**src/design/assert_macros.svh**
```systemverilog
// Assertion macros for the RTL files (included by the walker).
// Define ASSERT_OFF to compile the checks out.
`ifndef ASSERT_MACROS_SVH
`define ASSERT_MACROS_SVH
`ifndef ASSERT_OFF
`define CHK_IMPL(lbl, clk, rstn, prop) \
	lbl: assert property (@(posedge clk) disable iff (!rstn) (prop)) \
		else $error("assertion check failed");
`define CHK_ALWAYS(lbl, clk, prop) \
	lbl: assert property (@(posedge clk) (prop)) \
		else $error("assertion check failed");
`else
`define CHK_IMPL(lbl, clk, rstn, prop)
`define CHK_ALWAYS(lbl, clk, prop)
`endif
`endif

```
**src/design/didsw_pkg.sv**
```systemverilog
// ----------------------------------------------------------------------------
// didsw_pkg
// Types and fixed constants of the DisplayID section walker.
// ----------------------------------------------------------------------------
package didsw_pkg;

	localparam int SECTION_BYTES = 128;
	localparam logic [6:0] LAST_POS = 7'(SECTION_BYTES - 1);
	localparam logic [6:0] FIRST_BLOCK = 7'd5;
	localparam logic [7:0] VER_2X = 8'h20;
	localparam logic [7:0] TYPE_MAX_V1 = 8'd6;
	localparam logic [7:0] TYPE_MAX_V2 = 8'd8;

	// header byte positions
	localparam logic [6:0] POS_MAGIC = 7'd0;
	localparam logic [6:0] POS_VERSION = 7'd1;
	localparam logic [6:0] POS_LENGTH = 7'd2;
	localparam logic [6:0] POS_TYPE = 7'd3;
	localparam logic [6:0] POS_EXT = 7'd4;

	localparam logic [1:0] EV_HEADER = 2'd0;
	localparam logic [1:0] EV_BLOCK = 2'd1;
	localparam logic [1:0] EV_STATUS = 2'd2;

	localparam logic [1:0] WS_OK = 2'd0;
	localparam logic [1:0] WS_SHORT_TAIL = 2'd1;
	localparam logic [1:0] WS_OVERRUN = 2'd2;
	localparam logic [1:0] WS_FILLER = 2'd3;

	typedef enum logic [6:0] {
		PH_HEADER  = 7'b0000001,
		PH_TAG     = 7'b0000010,
		PH_SECOND  = 7'b0000100,
		PH_LEN     = 7'b0001000,
		PH_PAYLOAD = 7'b0010000,
		PH_FILLER  = 7'b0100000,
		PH_DONE    = 7'b1000000
	} phase_t;

	typedef struct packed {
		logic [7:0] data_byte;
		logic       section_start;
	} item_t;

	typedef struct packed {
		logic [1:0] event_kind;
		logic [7:0] version;
		logic [7:0] section_length;
		logic [7:0] use_case;
		logic       use_case_known;
		logic [7:0] extension_count;
		logic [7:0] block_tag;
		logic [7:0] block_length;
		logic [6:0] block_offset;
		logic [1:0] walk_status;
		logic       checksum_ok;
		logic       padding_ok;
	} result_t;

endpackage

```
**src/design/didsw_in_stage.sv**
```systemverilog
// ----------------------------------------------------------------------------
// didsw_in_stage
// Input register: captures one byte per transfer ahead of the walker.
// ----------------------------------------------------------------------------
module didsw_in_stage (
	input  logic              clk,
	input  logic              arst_n,
	input  logic              in_valid,
	input  didsw_pkg::item_t  in_item,
	input  logic              out_free,
	output logic              in_stall,
	output logic              valid_s1,
	output logic              proc_en,
	output didsw_pkg::item_t  item_s1
);

	logic load;

	// the held byte is consumed whenever the result register can take a result
	assign proc_en = valid_s1 & out_free;
	assign in_stall = valid_s1 & ~out_free;
	assign load = in_valid & ~in_stall;

	always_ff @(posedge clk or negedge arst_n) begin
		if (!arst_n) begin
			valid_s1 <= 1'b0;
		end else if (load) begin
			valid_s1 <= 1'b1;
		end else if (proc_en) begin
			valid_s1 <= 1'b0;
		end
	end

	always_ff @(posedge clk) begin
		if (load) begin
			item_s1 <= in_item;
		end
	end

endmodule

```
**src/design/didsw_walker.sv**
```systemverilog
// ----------------------------------------------------------------------------
// didsw_walker
// Section state and the per-byte header, block walk, checksum and padding logic.
// ----------------------------------------------------------------------------
`include "assert_macros.svh"

module didsw_walker #(
	parameter int MAX_WALK_LENGTH = 121
) (
	input  logic               clk,
	input  logic               arst_n,
	input  logic               en,
	input  didsw_pkg::item_t   item,
	output logic               res_valid,
	output didsw_pkg::result_t res
);

	localparam int REM_W = $clog2(MAX_WALK_LENGTH + 1);
	localparam logic [7:0] MAX_LEN = 8'(MAX_WALK_LENGTH);
	localparam logic [REM_W-1:0] HDR3 = REM_W'(3);

	logic [6:0]           byte_pos_q;
	logic [7:0]           version_q;
	logic [7:0]           length_q;
	logic [7:0]           type_q;
	logic [REM_W-1:0]     rem_q;
	logic [6:0]           next_off_q;
	didsw_pkg::phase_t    phase_q;
	logic [7:0]           tag_q;
	logic                 tail_q;
	logic [1:0]           err_q;
	logic [7:0]           sum_q;
	logic                 pad_q;

	logic [7:0]           b;
	logic [6:0]           pos;
	logic [7:0]           len_eff;
	logic                 cks_in;
	logic [7:0]           sum_nxt;
	logic                 pad_nxt;
	logic [8:0]           total;
	logic [8:0]           rem_ext;
	logic [REM_W-1:0]     rem_after_blk;
	logic [REM_W-1:0]     rem_after_zero;
	logic [REM_W-1:0]     rem_dec;
	logic [7:0]           type_lim;
	logic                 hdr_ev;
	logic                 blk_ev;
	logic                 walk_err;
	logic                 pos_step;

	assign b = item.data_byte;
	assign pos = item.section_start ? didsw_pkg::POS_MAGIC : byte_pos_q;
	assign len_eff = (pos == didsw_pkg::POS_LENGTH) ? b : length_q;
	// checksum covers bytes 1 .. length+5, cut at the last byte
	assign cks_in = {2'b00, pos} <= ({1'b0, len_eff} + 9'd5);
	assign sum_nxt = cks_in ? sum_q + b : sum_q;
	assign pad_nxt = pad_q & ~(({2'b00, pos} >= ({1'b0, len_eff} + 9'd6))
		&& (pos != didsw_pkg::LAST_POS) && (b != 8'd0));
	assign total = {1'b0, b} + 9'd3;
	assign rem_ext = 9'(rem_q);
	assign rem_after_blk = rem_q - total[REM_W-1:0];
	assign rem_after_zero = rem_q - HDR3;
	assign rem_dec = (rem_q != '0) ? rem_q - REM_W'(1) : rem_q;
	assign type_lim = (version_q < didsw_pkg::VER_2X) ? didsw_pkg::TYPE_MAX_V1
		: didsw_pkg::TYPE_MAX_V2;

	always_comb begin
		res_valid = 1'b0;
		res = '0;
		if (pos == didsw_pkg::POS_EXT) begin
			res_valid = 1'b1;
			res.event_kind = didsw_pkg::EV_HEADER;
			res.version = version_q;
			res.section_length = length_q;
			res.use_case = type_q;
			res.use_case_known = type_q <= type_lim;
			res.extension_count = b;
		end else if (pos == didsw_pkg::LAST_POS) begin
			res_valid = 1'b1;
			res.event_kind = didsw_pkg::EV_STATUS;
			res.walk_status = err_q;
			res.checksum_ok = sum_nxt == 8'd0;
			res.padding_ok = pad_nxt;
		end else if (pos > didsw_pkg::POS_EXT && phase_q == didsw_pkg::PH_LEN
				&& rem_ext >= total && !(tag_q == 8'd0 && b == 8'd0)) begin
			res_valid = 1'b1;
			res.event_kind = didsw_pkg::EV_BLOCK;
			res.block_tag = tag_q;
			res.block_length = b;
			res.block_offset = next_off_q;
		end
	end

	always_ff @(posedge clk or negedge arst_n) begin
		if (!arst_n) begin
			byte_pos_q <= '0;
			version_q <= '0;
			length_q <= '0;
			type_q <= '0;
			rem_q <= '0;
			next_off_q <= didsw_pkg::FIRST_BLOCK;
			phase_q <= didsw_pkg::PH_HEADER;
			tag_q <= '0;
			tail_q <= 1'b0;
			err_q <= didsw_pkg::WS_OK;
			sum_q <= '0;
			pad_q <= 1'b1;
		end else if (en) begin
			byte_pos_q <= pos + 7'd1;
			if (pos == didsw_pkg::POS_MAGIC) begin
				version_q <= '0;
				length_q <= '0;
				type_q <= '0;
				rem_q <= '0;
				next_off_q <= didsw_pkg::FIRST_BLOCK;
				phase_q <= didsw_pkg::PH_HEADER;
				tag_q <= '0;
				tail_q <= 1'b0;
				err_q <= didsw_pkg::WS_OK;
				sum_q <= '0;
				pad_q <= 1'b1;
			end else begin
				sum_q <= sum_nxt;
				pad_q <= pad_nxt;
				if (pos == didsw_pkg::POS_VERSION) begin
					version_q <= b;
				end else if (pos == didsw_pkg::POS_LENGTH) begin
					length_q <= b;
					rem_q <= (b > MAX_LEN) ? MAX_LEN[REM_W-1:0] : b[REM_W-1:0];
				end else if (pos == didsw_pkg::POS_TYPE) begin
					type_q <= b;
				end else if (pos == didsw_pkg::POS_EXT) begin
					next_off_q <= didsw_pkg::FIRST_BLOCK;
					phase_q <= (rem_q != '0) ? didsw_pkg::PH_TAG : didsw_pkg::PH_DONE;
				end else if (pos == didsw_pkg::LAST_POS) begin
					phase_q <= didsw_pkg::PH_DONE;
				end else begin
					case (phase_q)
						didsw_pkg::PH_TAG: begin
							tag_q <= b;
							phase_q <= didsw_pkg::PH_SECOND;
						end
						didsw_pkg::PH_SECOND: begin
							tail_q <= b != 8'd0;
							if (rem_q < HDR3) begin
								if (tag_q != 8'd0 || b != 8'd0) begin
									err_q <= didsw_pkg::WS_SHORT_TAIL;
								end
								phase_q <= didsw_pkg::PH_DONE;
							end else begin
								phase_q <= didsw_pkg::PH_LEN;
							end
						end
						didsw_pkg::PH_LEN: begin
							if (rem_ext < total) begin
								err_q <= didsw_pkg::WS_OVERRUN;
								phase_q <= didsw_pkg::PH_DONE;
							end else if (tag_q == 8'd0 && b == 8'd0) begin
								// zero block: rest of the walk must be filler
								if (tail_q) begin
									err_q <= didsw_pkg::WS_FILLER;
									phase_q <= didsw_pkg::PH_DONE;
								end else begin
									rem_q <= rem_after_zero;
									phase_q <= (rem_after_zero != '0) ? didsw_pkg::PH_FILLER
										: didsw_pkg::PH_DONE;
								end
							end else begin
								rem_q <= rem_after_blk;
								next_off_q <= next_off_q + total[6:0];
								if (b == 8'd0) begin
									phase_q <= (rem_after_blk != '0) ? didsw_pkg::PH_TAG
										: didsw_pkg::PH_DONE;
								end else begin
									phase_q <= didsw_pkg::PH_PAYLOAD;
								end
							end
						end
						didsw_pkg::PH_PAYLOAD: begin
							if (pos + 7'd1 == next_off_q) begin
								phase_q <= (rem_q != '0) ? didsw_pkg::PH_TAG
									: didsw_pkg::PH_DONE;
							end
						end
						didsw_pkg::PH_FILLER: begin
							if (b != 8'd0) begin
								err_q <= didsw_pkg::WS_FILLER;
								phase_q <= didsw_pkg::PH_DONE;
							end else begin
								rem_q <= rem_dec;
								if (rem_dec == '0) begin
									phase_q <= didsw_pkg::PH_DONE;
								end
							end
						end
						default: begin
						end
					endcase
				end
			end
		end
	end

	assign hdr_ev = res_valid && res.event_kind == didsw_pkg::EV_HEADER;
	assign blk_ev = res_valid && res.event_kind == didsw_pkg::EV_BLOCK;
	assign walk_err = err_q != didsw_pkg::WS_OK;
	assign pos_step = en && !item.section_start;

	`CHK_IMPL(a_err_ends_walk, clk, arst_n, walk_err |-> (phase_q == didsw_pkg::PH_DONE))
	`CHK_IMPL(a_hdr_at_pos4, clk, arst_n, hdr_ev |-> (pos == didsw_pkg::POS_EXT))
	`CHK_IMPL(a_blk_offset, clk, arst_n, blk_ev |-> (res.block_offset >= didsw_pkg::FIRST_BLOCK))
	`CHK_IMPL(a_pos_count, clk, arst_n, pos_step |=> (byte_pos_q == 7'($past(byte_pos_q) + 7'd1)))

endmodule

```
**src/design/didsw_out_reg.sv**
```systemverilog
// ----------------------------------------------------------------------------
// didsw_out_reg
// Result register: holds one event until the receiver takes the transfer.
// ----------------------------------------------------------------------------
module didsw_out_reg (
	input  logic               clk,
	input  logic               arst_n,
	input  logic               load,
	input  didsw_pkg::result_t res_in,
	input  logic               out_stall,
	output logic               out_free,
	output logic               out_valid,
	output didsw_pkg::result_t res_q
);

	assign out_free = ~out_valid | ~out_stall;

	always_ff @(posedge clk or negedge arst_n) begin
		if (!arst_n) begin
			out_valid <= 1'b0;
		end else if (out_free) begin
			out_valid <= load;
		end
	end

	always_ff @(posedge clk) begin
		if (load && out_free) begin
			res_q <= res_in;
		end
	end

endmodule

```
**src/design/displayid_section_walker_unit.sv**
```systemverilog
// ----------------------------------------------------------------------------
// displayid_section_walker_unit
// DisplayID section walker: header, data block and status events per section.
// ----------------------------------------------------------------------------
// Input channel: one section byte per transfer (in_valid / in_stall), with
// section_start marking byte 0. A section is 128 bytes; without a start mark
// the byte after byte 127 begins a new section.
// Output channel: one event per transfer (out_valid / out_stall): a header
// event at byte 4, a block event at the length byte of each valid data block,
// and a status event at byte 127. Other bytes give no event.
// Path: the byte sits in the input register and its event is captured in the
// result register, which drives out_valid.
// Throughput: one byte per cycle while no result waits; all per-byte work is
// compares, adds and subtracts between the two registers.
// Stall: while a result waits, the input register still takes one more byte,
// then in_stall rises until the result is taken.
// Reset: position counter at byte 0, walk state cleared, both channels empty.
// ----------------------------------------------------------------------------
module displayid_section_walker_unit #(
	parameter int MAX_WALK_LENGTH = 121
) (
	input  logic       clk,
	input  logic       arst_n,
	input  logic       in_valid,
	output logic       in_stall,
	input  logic [7:0] data_byte,
	input  logic       section_start,
	output logic       out_valid,
	input  logic       out_stall,
	output logic [1:0] event_kind,
	output logic [7:0] version,
	output logic [7:0] section_length,
	output logic [7:0] use_case,
	output logic       use_case_known,
	output logic [7:0] extension_count,
	output logic [7:0] block_tag,
	output logic [7:0] block_length,
	output logic [6:0] block_offset,
	output logic [1:0] walk_status,
	output logic       checksum_ok,
	output logic       padding_ok
);

	didsw_pkg::item_t   in_item;
	didsw_pkg::item_t   item_s1;
	didsw_pkg::result_t res;
	didsw_pkg::result_t res_q;
	logic               valid_s1;
	logic               proc_en;
	logic               out_free;
	logic               res_valid;

	assign in_item.data_byte = data_byte;
	assign in_item.section_start = section_start;

	didsw_in_stage u_in (
		.clk      (clk),
		.arst_n   (arst_n),
		.in_valid (in_valid),
		.in_item  (in_item),
		.out_free (out_free),
		.in_stall (in_stall),
		.valid_s1 (valid_s1),
		.proc_en  (proc_en),
		.item_s1  (item_s1)
	);

	didsw_walker #(
		.MAX_WALK_LENGTH (MAX_WALK_LENGTH)
	) u_walk (
		.clk       (clk),
		.arst_n    (arst_n),
		.en        (proc_en),
		.item      (item_s1),
		.res_valid (res_valid),
		.res       (res)
	);

	didsw_out_reg u_out (
		.clk       (clk),
		.arst_n    (arst_n),
		.load      (proc_en & res_valid & valid_s1),
		.res_in    (res),
		.out_stall (out_stall),
		.out_free  (out_free),
		.out_valid (out_valid),
		.res_q     (res_q)
	);

	assign event_kind = res_q.event_kind;
	assign version = res_q.version;
	assign section_length = res_q.section_length;
	assign use_case = res_q.use_case;
	assign use_case_known = res_q.use_case_known;
	assign extension_count = res_q.extension_count;
	assign block_tag = res_q.block_tag;
	assign block_length = res_q.block_length;
	assign block_offset = res_q.block_offset;
	assign walk_status = res_q.walk_status;
	assign checksum_ok = res_q.checksum_ok;
	assign padding_ok = res_q.padding_ok;

endmodule

```
**config.mk**
```make
export PLATFORM = sky130hd
export DESIGN_NAME = displayid_section_walker_unit
export DESIGN_NICKNAME = d
export VERILOG_FILES = /design/src/design/didsw_pkg.sv /design/src/design/didsw_in_stage.sv /design/src/design/didsw_walker.sv /design/src/design/didsw_out_reg.sv /design/src/design/displayid_section_walker_unit.sv
export VERILOG_INCLUDE_DIRS = /design/src /design/src/design
export SDC_FILE = /design/constraint.sdc
export NUM_CORES = 1
export LEC_CHECK = 0
export BUFFER_PORTS_ARGS = -buffer_cell sky130_fd_sc_hd__buf_2
export CORE_ASPECT_RATIO = 0.9
export CORE_MARGIN = 2
export CORE_UTILIZATION = 30
export CTS_CLUSTER_SIZE = 25
export DETAILED_ROUTE_END_ITERATION = 12
export GPL_ROUTABILITY_DRIVEN = 0
export PLACE_DENSITY = 0.49
export SKIP_CTS_REPAIR_TIMING = 1
export SLEW_MARGIN = 15
export SYNTH_ARGS = -nofsm -noshare
export SYNTH_HDL_FRONTEND = slang
export SYNTH_HIERARCHICAL = 1
export SYNTH_SLANG_ARGS = --single-unit
```
**constraint.sdc**
```tcl
create_clock -name clk -period 6.15 [get_ports clk]
set_input_delay 1.23 -clock clk [delete_from_list [all_inputs] [get_ports clk]]
set_output_delay 1.23 -clock clk [all_outputs]
set_load 0.03 [all_outputs]
```
Word level (Yosys, flattened, before mapping) --
Cells that the tools add are included. Widths: inputs -> output; s select.
Word-level totals: register bits 145, bits of input ports 13, word-level logic and storage cells 222
Operators by class: add/subtract/negate cells 9, $lt $le $gt $ge 9, eq/ne operators 33, muxes and demuxes 88, bitwise logic cells 14, reductions and logical operators 40
Operator list (number):
- $mux 7 | 39
- $mux 8 | 18
- $pmux 7 s5 | 1
- $mux 2 | 13
- $logic_not 8->1 | 3
- $reduce_bool 8->1 | 3
- $eq 7x2->1 const B | 3
- $reduce_and 7->1 | 3
- $reduce_bool 7->1 | 3
- $add 8x3->9 const B | 2
- $ge 7x9->1 | 2
- $ne 3x1->1 const B | 5
- $eq 7x3->1 const B | 2
- $logic_not 7->1 | 2
- $mux 1 | 14
- $pmux 7 s2 | 1
- $ne 3x2->1 const B | 4
- $ne 4x3->1 const B | 3
- $reduce_and 12->1 | 1
- $reduce_bool 2->1 | 5
- $add 8x2->9 const B | 1
- $le 7x9->1 | 1
- $lt 7x9->1 | 1
- $reduce_and 9->1 | 1
- 39 further kinds | 62

Longest topological paths before layout --
Gate-level depths: netlist (run 1).
depth in word-level cells 14, gate-level depth with buffers 19, gate-level depth less buffers 15

Modules after synthesis --
The synthesis (run 1) kept the hierarchy.
Modules (own cells, without submodules):
- didsw_walker | times used 1, cells an instance 806, area an instance 6730.2 sq um, sequential area each 1806.7 sq um
- didsw_out_reg | times used 1, cells an instance 66, area an instance 1909.3 sq um, sequential area each 1886.8 sq um
- didsw_in_stage | times used 1, cells an instance 15, area an instance 334.1 sq um, sequential area each 295.3 sq um
- displayid_section_walker_unit | times used 1, cells an instance 1, area an instance 6.3 sq um, sequential area each 0.0 sq um

Least setup slack after synthesis (run 1) --
Ideal clock, no wire load.
path kind flip-flop to flip-flop, start reg, netlist name u_in/item_s1[1], end reg, netlist name u_out/res_q[0], library setup time 0.441 ns, arrival time 4.409 ns, required time 5.709 ns, path slack 1.300 ns, cell stages (with the launch flop) 16, path buffers 1, clock period less this slack 4.850 ns, cells stage by stage edfxtp_1 > clkbuf_1 > inv_1 > ha_1 > xnor2_1 > inv_1 > ha_1 > o21a_1 > o21ai_0 > a21bo_2 > a21oi_1 > o21ai_0 > a21oi_1 > or2_2 > and3_1 > a21boi_2
On the way: word-level cells in the longest chain between the ends 10, elaborated cells on any way between the ends 13, classes of those cells add/sub: 1; order compare: 1; mux: 3; bitwise: 2; reduce/logical: 6
Ends and longest elaborated chain:
- $add 8x2->9 / $logic_not 8->1 (equally long branches) | RTL line didsw_walker.sv:60, didsw_walker.sv:86
- $ge 7x9->1 / $logic_and 1x1->1 (equally long branches) | RTL line didsw_walker.sv:86 | && rem_ext >= total && !(tag_q == 8'd0 && b == 8'd0)) begin
- $logic_and 1x1->1 / $logic_not 1->1 (equally long branches) | RTL line didsw_walker.sv:86
- $logic_and 1x1->1 (*) | RTL line didsw_walker.sv:86
- $mux 1 (*) | RTL line didsw_walker.sv:85 | end else if (pos > didsw_pkg::POS_EXT && phase_q == didsw_pkg::PH_LEN
- $mux 1 (*) | RTL line didsw_walker.sv:79 | end else if (pos == didsw_pkg::LAST_POS) begin
- $mux 1 (*) | RTL line didsw_walker.sv:71 | if (pos == didsw_pkg::POS_EXT) begin
- via res_valid | RTL line displayid_section_walker_unit.sv:51 | logic res_valid;
- $and 1x1->1 (*) (2 in series) | RTL line displayid_section_walker_unit.sv:82 | .load (proc_en & res_valid & valid_s1),
- $logic_and 1x1->1 (*) | RTL line didsw_out_reg.sv:27 | if (load && out_free) begin
The timed path passes the listed nets; every way through them passes the cells marked *. A chain may end at the register's enable or synchronous reset.

Final worst setup path (run 1) --
start reg, netlist name u_in/item_s1[2], end reg u_walk.rem_q[3]
On the way: word-level cells in the longest chain between the ends 11, elaborated cells on any way between the ends 21, classes of those cells add/sub: 2; order compare: 2; eq/ne: 3; mux: 10; reduce/logical: 4
Ends and longest elaborated chain:
- $add 8x2->9 / $logic_not 8->1 (equally long branches) | RTL line didsw_walker.sv:60, didsw_walker.sv:159
- $sub 7x7->7 / $logic_and 1x1->1 (equally long branches) | RTL line didsw_walker.sv:62, didsw_walker.sv:159
- $mux 7 | RTL line didsw_walker.sv:159 | end else if (tag_q == 8'd0 && b == 8'd0) begin
- $mux 7 | RTL line didsw_walker.sv:156 | if (rem_ext < total) begin
- $pmux 7 s2 | RTL line didsw_walker.sv:139 | case (phase_q)
- $mux 7 | RTL line didsw_walker.sv:136 | end else if (pos == didsw_pkg::LAST_POS) begin
- $mux 7 | RTL line didsw_walker.sv:133 | end else if (pos == didsw_pkg::POS_EXT) begin
- $mux 7 | RTL line didsw_walker.sv:131 | end else if (pos == didsw_pkg::POS_TYPE) begin
- $mux 7 | RTL line didsw_walker.sv:128 | end else if (pos == didsw_pkg::POS_LENGTH) begin
- $mux 7 | RTL line didsw_walker.sv:126 | if (pos == didsw_pkg::POS_VERSION) begin
- $mux 7 | RTL line didsw_walker.sv:111 | if (pos == didsw_pkg::POS_MAGIC) begin
- end signal: assignment | RTL line didsw_walker.sv:130 | rem_q <= (b > MAX_LEN) ? MAX_LEN[REM_W-1:0] : b[REM_W-1:0];
- end signal: assignment | RTL line didsw_walker.sv:165 | rem_q <= rem_after_zero;
- end signal: assignment | RTL line didsw_walker.sv:170 | rem_q <= rem_after_blk;
- end: declaration | RTL line didsw_walker.sv:26 | logic [REM_W-1:0] rem_q;
Several ways; a longest one is shown, not always the timed one. The select of a mux whose other input is x is not followed.

==> results of run 1 <==
## sequential cells by signal, indices dropped and copies added, names as in the netlist, 8 cells and up
register	cells
u_walk/tag_q	8
u_walk/type_q	8
u_walk/sum_q	8
u_out/res_q	62
u_walk/length_q	8
u_in/item_s1	9
u_walk/version_q	8
## layer usage
metal,vias up,track usage
met3,19,0.0294
met5,-,0
met4,0,0.0428
li1,3332,-
met2,180,0.245
met1,3329,0.247
## kinds of logic after synthesis
logic type | count (synthesis) | share of synthesized area
flip-flops | 145 | 0.444
AND/OR/NAND/NOR | 309 | 0.190
adder cells (fa/ha/maj) | 47 | 0.0680
XOR/XNOR | 54 | 0.0527
AO/OA/AOI/OAI | 202 | 0.155
multiplexers | 42 | 0.0509
buffers and inverters | 89 | 0.0397
## stage by stage
step	worst slack (ns)	area [sq um]	hold slack, ns
after floorplan	1.30	8980	0.458
after global placement	1.33	9770	0.476
after detailed placement	1.31	9770	0.480
after CTS	1.30	10400	0.494
after global routing	0.972	10400	0.513
final	1.23	10400	0.492
## critical path, cell delays in order, from the launching register on
cell,delay (ns)
edfxtp_1,0.75
inv_1,0.30
ha_1,0.36
nand3b_1,0.21
xnor2_1,0.32
inv_1,0.10
ha_1,0.41
and3_1,0.24
a221o_1,0.16
a31oi_1,0.09
o21ai_0,0.50
o2111ai_1,0.28
a311oi_4,0.67
mux2_2,0.41
## how the worst min path moves through the flow
stage | start | end | slack (ns) | depth (start not counted)
floorplan | u_walk/err_q[0] | u_walk/err_q[0] | 0.46 | 1
detailed placement | u_walk/version_q[1] | u_walk/version_q[1] | 0.48 | 1
global placement | u_walk/version_q[3] | u_walk/version_q[3] | 0.48 | 1
global route | u_walk/version_q[3] | u_walk/version_q[3] | 0.51 | 1
CTS | u_walk/version_q[4] | u_walk/version_q[4] | 0.49 | 1
finish | u_walk/version_q[1] | u_walk/version_q[1] | 0.49 | 1
## cell usage after synthesis (4+ instances only)
master / count / share of area
buf_2: 6 / 0.0033
nor2b_1: 10 / 0.0070
mux2_2: 29 / 0.036
nand3_1: 16 / 0.0089
dfstp_2: 4 / 0.012
a211o_1: 4 / 0.0039
xor2_1: 24 / 0.023
mux2i_1: 13 / 0.014
o22ai_1: 4 / 0.0028
o21ai_0: 48 / 0.027
or3_1: 9 / 0.0063
ha_1: 44 / 0.061
dfrtp_1: 70 / 0.20
and3_1: 12 / 0.0084
o2111ai_1: 5 / 0.0049
o211ai_1: 8 / 0.0067
or4_1: 6 / 0.0050
xnor2_1: 30 / 0.029
edfxtp_1: 71 / 0.24
o31ai_1: 5 / 0.0042
nor2_1: 63 / 0.026
nand2_1: 56 / 0.023
nand2b_1: 9 / 0.0063
nand4_1: 11 / 0.0077
nor3_1: 12 / 0.0067
nor4_1: 5 / 0.0035
a31oi_1: 5 / 0.0035
o21a_1: 6 / 0.0050
a22o_1: 20 / 0.020
or2_2: 4 / 0.0028
a21oi_1: 50 / 0.028
nand4b_1: 4 / 0.0039
nor3b_1: 4 / 0.0033
inv_1: 43 / 0.018
clkbuf_1: 34 / 0.014
a21o_1: 13 / 0.011
and2_1: 66 / 0.046
## power by group through the flow
stage	Clock [W]	Sequential, W	Combinational [W]
5_1_grt	0.00118	0.00147	0.00190
4_1_cts	0.00114	0.00144	0.00169
6_report	0.00111	0.00144	0.00170
2_1_floorplan	0	0.00135	0.00133
3_3_place_gp	0	0.00146	0.00167
3_5_place_dp	0	0.00145	0.00168
## area by class of cell
type	count	area [sq um]	share of cell area
Inverter	44	165	0.0159
Clock inverter	9	115	0.0111
Timing Repair Buffer	86	470	0.0452
Sequential cell	145	3990	0.383
Multi-Input combinational cell	654	4650	0.446
Clock buffer	23	520	0.0500
Tap cell	403	504	0.0484
==> run_results.csv, run 1 <==
group,metric,value,unit
sta,fmax,203,MHz
synthesis,synth_nets,948,
critical_path,r2r-start,"u_in/item_s1[2]",
finish,instances_no_fill,1364,
sta,worstMarginPinSlew,1.00,ns
global_route,grt_pass1_wl,40300,microns
critical_path,timing.rr.end,"u_walk/rem_q[3]",
floorplan,coreArea,29700,sq um
job,cap_viol_max_count,0,
finish,most-common-layout-cells,"buf_2 (75), edfxtp_1 (71), dfrtp_1 (70), and2_1 (66), nor2_1 (63)",
sta,hold_viol_final,0,
sta,rsz0062_at_grt,"false",
synthesis,synthArstFlopShare,0.510,
critical_path,cp.required,6.47,ns
critical_path,path_max_fanout,12,
clock_tree,clock-sinks,145,
synthesis,synth_cells,888,
power_and_ir_drop,cellInternalPower,0.00261,W
power_and_ir_drop,power.switching,0.00165,W
clock_tree,clk_root_buffer_cell,"clkbuf_16",
floorplan,dieArea,31300,sq um
power_and_ir_drop,power_per_cell_area,408,nW/um^2
detailed_routing,dr_total_vias,6860,
finish,area_delta_synth_final,15.9,%
synthesis,ys_seq_area_frac,0.444,
place,dp_cells,1332,
detailed_routing,viasPerCell,5.03,
power_and_ir_drop,finalPower,0.00425,W
clock_tree,cts_tree,"done",
outcome,status,"completed",
clock_tree,cts-htree-levels,4,
clock_tree,path_clk_slew,0.06,ns
detailed_routing,drc,0,
place,hpwl,17900,microns
global_route,grt_overflow,0,
power_and_ir_drop,power.share.clock,0.262,
sta,slew-limit-headroom,0.330,
sta,tns,0,ns
power_and_ir_drop,peakVddDrop,213,uV
finish,diodes,0,
finish,final_common_cell,"buf_2",
critical_path,crit_end,"u_walk/rem_q[3]",
sta,period_share,0.800,
detailed_routing,dr_wl_met2,10900,microns
detailed_routing,routed_wl,25200,microns
critical_path,start_kind,"register",
power_and_ir_drop,p_comb_frac,0.400,
hold_path,hold_class,"reg -> reg",
detailed_routing,wl_met3,1170,microns
detailed_routing,drt_iter0_drc,499,
floorplan,fp.dieW,186,microns
detailed_routing,dr.pass1.iters,5,
detailed_routing,highest_layer,"met4",
detailed_routing,post_drt_wl_per_cell,18.4,microns
synthesis,yosysUniqueCellTypes,79,
critical_path,critical_path_arrival,5.24,ns
finish,nFillCells,2984,
finish,drive_above_1_share,0.189,
clock_tree,clk_path_buf_depth,2,
critical_path,critPathKind,"reg -> reg",
place,port-buffer-count,76,
sta,post-route-min-period,4.92,ns
global_route,grt.total_usage,0.166,
global_route,grt_pass1_vias,6801,
critical_path,reg2reg_slack,1.23,ns
floorplan,row_count,60,
power_and_ir_drop,pwr-share-seq,0.338,
critical_path,crit_path_end_kind,"register",
synthesis,synth.avg_cell_area,10.1,sq um
synthesis,synthFlopType,"edfxtp_1",
clock_tree,cts_buffers,17,
clock_tree,worst_skew_pair.late_latency,0.44,ns
synthesis,synth_edf_count,71,
synthesis,ys_warn_count,6,
detailed_routing,ant_nets,0,
power_and_ir_drop,p_leak,4.18,nW
critical_path,reg2reg_depth,13,
sta,clock_skew,0.0104,ns
synthesis,ys_ff_latch,145,
floorplan,pin_count,77,
finish,nets,1008,
sta,setup_violations,0,
synthesis,synth_area,8980,sq um
floorplan,die_h,168,microns
global_route,grt_max_degree,75,
global_route,antenna_found_initial,0,
sta,slew_violations,0,
floorplan,initial_core_util,0.303,
detailed_routing,wl_met1,12900,microns
finish,post-route-util,0.351,
power_and_ir_drop,sw_frac_of_total,0.387,
critical_path,crit_path_start,"u_in/item_s1[2]",
Power figures use the tool's default switching activity.
==> run 2, diff against run 1 <==
- PLACE_DENSITY: 0.49 -> 0.5
- clock period: 6.15 -> 4.5 ns (I/O delays scaled with it)
==> run 2 against run 1 <==
Core utilization rose by 0.39 points; sequential power rose by 36%; largest power group unchanged; highest routed layer unchanged; cell area rose by 1.1%; critical endpoint is now u_walk/rem_q[4]; sequential share of layout area fell by 0.42 points.
==> run_results.csv, run 2 (synthesis results as in run 1) <==
group,metric,value,unit
global_route,grt_overflow,0,
sta,hold_viol_final,0,
critical_path,reg2reg_depth,13,
critical_path,cp.required,4.82,ns
finish,drive_above_1_share,0.204,
clock_tree,clock-sinks,145,
global_route,grt_max_degree,75,
place,place_ws,0.629,ns
global_route,antenna_found_initial,0,
critical_path,crit_path_end_kind,"register",
clock_tree,cts_buffers,17,
sta,period_share,0.889,
outcome,status,"completed",
critical_path,crit_end,"u_walk/rem_q[4]",
sta,rsz0062_at_grt,"false",
sta,clock_skew,0.0135,ns
critical_path,path_max_fanout,11,
floorplan,coreArea,29700,sq um
finish,nFillCells,3013,
job,cap_viol_max_count,0,
place,port-buffer-count,76,
detailed_routing,routed_wl,25500,microns
finish,largest-register,"u_out/res_q",
detailed_routing,dr.pass1.iters,5,
place,hpwl,18700,microns
detailed_routing,viasPerCell,5.11,
hold_path,hold_class,"reg -> reg",
sta,slew_violations,0,
critical_path,critical_path_arrival,4.32,ns
power_and_ir_drop,p_leak,4.25,nW
finish,nets,1024,
finish,final_common_cell,"buf_2",
detailed_routing,drc,0,
finish,area_delta_synth_final,17.2,%
finish,reg_top3,"u_out/res_q (62), u_in/item_s1 (9)",
clock_tree,clk_path_buf_depth,2,
sta,tns,0,ns
global_route,grt.total_usage,0.166,
global_route,grt_pass1_vias,6901,
detailed_routing,ant_nets,0,
sta,setup_slack,0.498,ns
critical_path,reg2reg_slack,0.50,ns
floorplan,row_count,60,
sta,worstMarginPinSlew,1.01,ns
critical_path,start_kind,"register",
detailed_routing,drt_iter0_drc,622,
power_and_ir_drop,power_per_cell_area,555,nW/um^2
critical_path,crit_path_start,"u_in/item_s1[2]",
global_route,grt_pass1_wl,40400,microns
floorplan,dieArea,31300,sq um
sta,slew-limit-headroom,0.330,
finish,multiInputGateArea,4650,sq um
finish,regArea,3990,sq um
critical_path,critPathKind,"reg -> reg",
floorplan,pin_count,77,
critical_path,r2r-start,"u_in/item_s1[2]",
floorplan,initial_core_util,0.303,
clock_tree,path_clk_slew,0.06,ns
floorplan,fp.dieW,186,microns
detailed_routing,dr_total_vias,7051,
clock_tree,cts_tree,"done",
sta,post-route-min-period,4.00,ns
clock_tree,clk_root_buffer_cell,"clkbuf_16",
critical_path,timing.rr.end,"u_walk/rem_q[4]",
floorplan,die_h,168,microns
finish,most-common-layout-cells,"buf_2 (75), edfxtp_1 (71), dfrtp_1 (70), and2_1 (66), nor2_1 (63)",
clock_tree,worst_skew_pair.late_latency,0.44,ns
detailed_routing,post_drt_wl_per_cell,18.5,microns
sta,setup_violations,0,
power_and_ir_drop,peakVddDrop,266,uV
sta,fmax,250,MHz
finish,diodes,0,
finish,largest_reg_flops,62,
clock_tree,cts-htree-levels,4,
==> run 2: where the power goes <==
group,leakage [nW],total (W),internal [W],switching [W]
clock,0.300,0.00153,0.000933,0.000597
sequential,1.51,0.00196,0.00164,0.000324
combinational,2.44,0.00235,0.00102,0.00133
==> run 2: how the worst min path moves through the flow <==
stage / from / end / slack (ns) / cells past startpoint
2_1_floorplan: u_walk/err_q[0] / u_walk/err_q[0] / 0.46 / 1
3_3_place_gp: u_walk/version_q[3] / u_walk/version_q[3] / 0.48 / 1
3_5_place_dp: u_walk/err_q[1] / u_walk/err_q[1] / 0.48 / 1
4_1_cts: u_walk/version_q[3] / u_walk/version_q[3] / 0.50 / 1
5_1_grt: u_walk/version_q[3] / u_walk/version_q[3] / 0.50 / 1
6_report: u_walk/version_q[3] / u_walk/version_q[3] / 0.49 / 1
==> run 2: final cells by class <==
class                           count  area share
Tap cell                          403      0.0479
Clock buffer                       17      0.0404
Inverter                           44      0.0157
Multi-Input combinational cell    654       0.441
Clock inverter                     15      0.0195
Sequential cell                   145       0.379
Timing Repair Buffer              102      0.0561
==> run 2: metal layers <==
layer,share of wire,up-vias,global-route usage
met5,0,-,0
met4,0.010,0,0.0386
met3,0.060,17,0.0371
met2,0.43,194,0.249
met1,0.50,3472,0.243
li1,-,3368,-
==> run 2: critical path, cell delays in order, from the launching register on <==
cell	delay, ns
edfxtp_1	0.34
buf_4	0.23
o21a_1	0.17
nand3_1	0.09
xnor2_1	0.39
inv_1	0.08
ha_1	0.41
and3_1	0.24
a221o_1	0.16
a31oi_1	0.07
o21ai_0	0.48
o2111ai_1	0.28
a311oi_4	0.54
mux2_2	0.39
==> run 2: metrics by stage <==
step	power, W	util	hold WS [ns]	cells	area [sq um]
final	0.00584	0.355	0.487	1380	10500
after floorplan	0.00366	-	0.458	888	8990
after detailed placement	0.00430	0.334	0.480	1348	9890
after CTS	0.00585	0.355	0.495	1380	10500
after global placement	0.00430	0.334	0.479	1348	9890
after global routing	0.00625	0.355	0.500	1380	10500
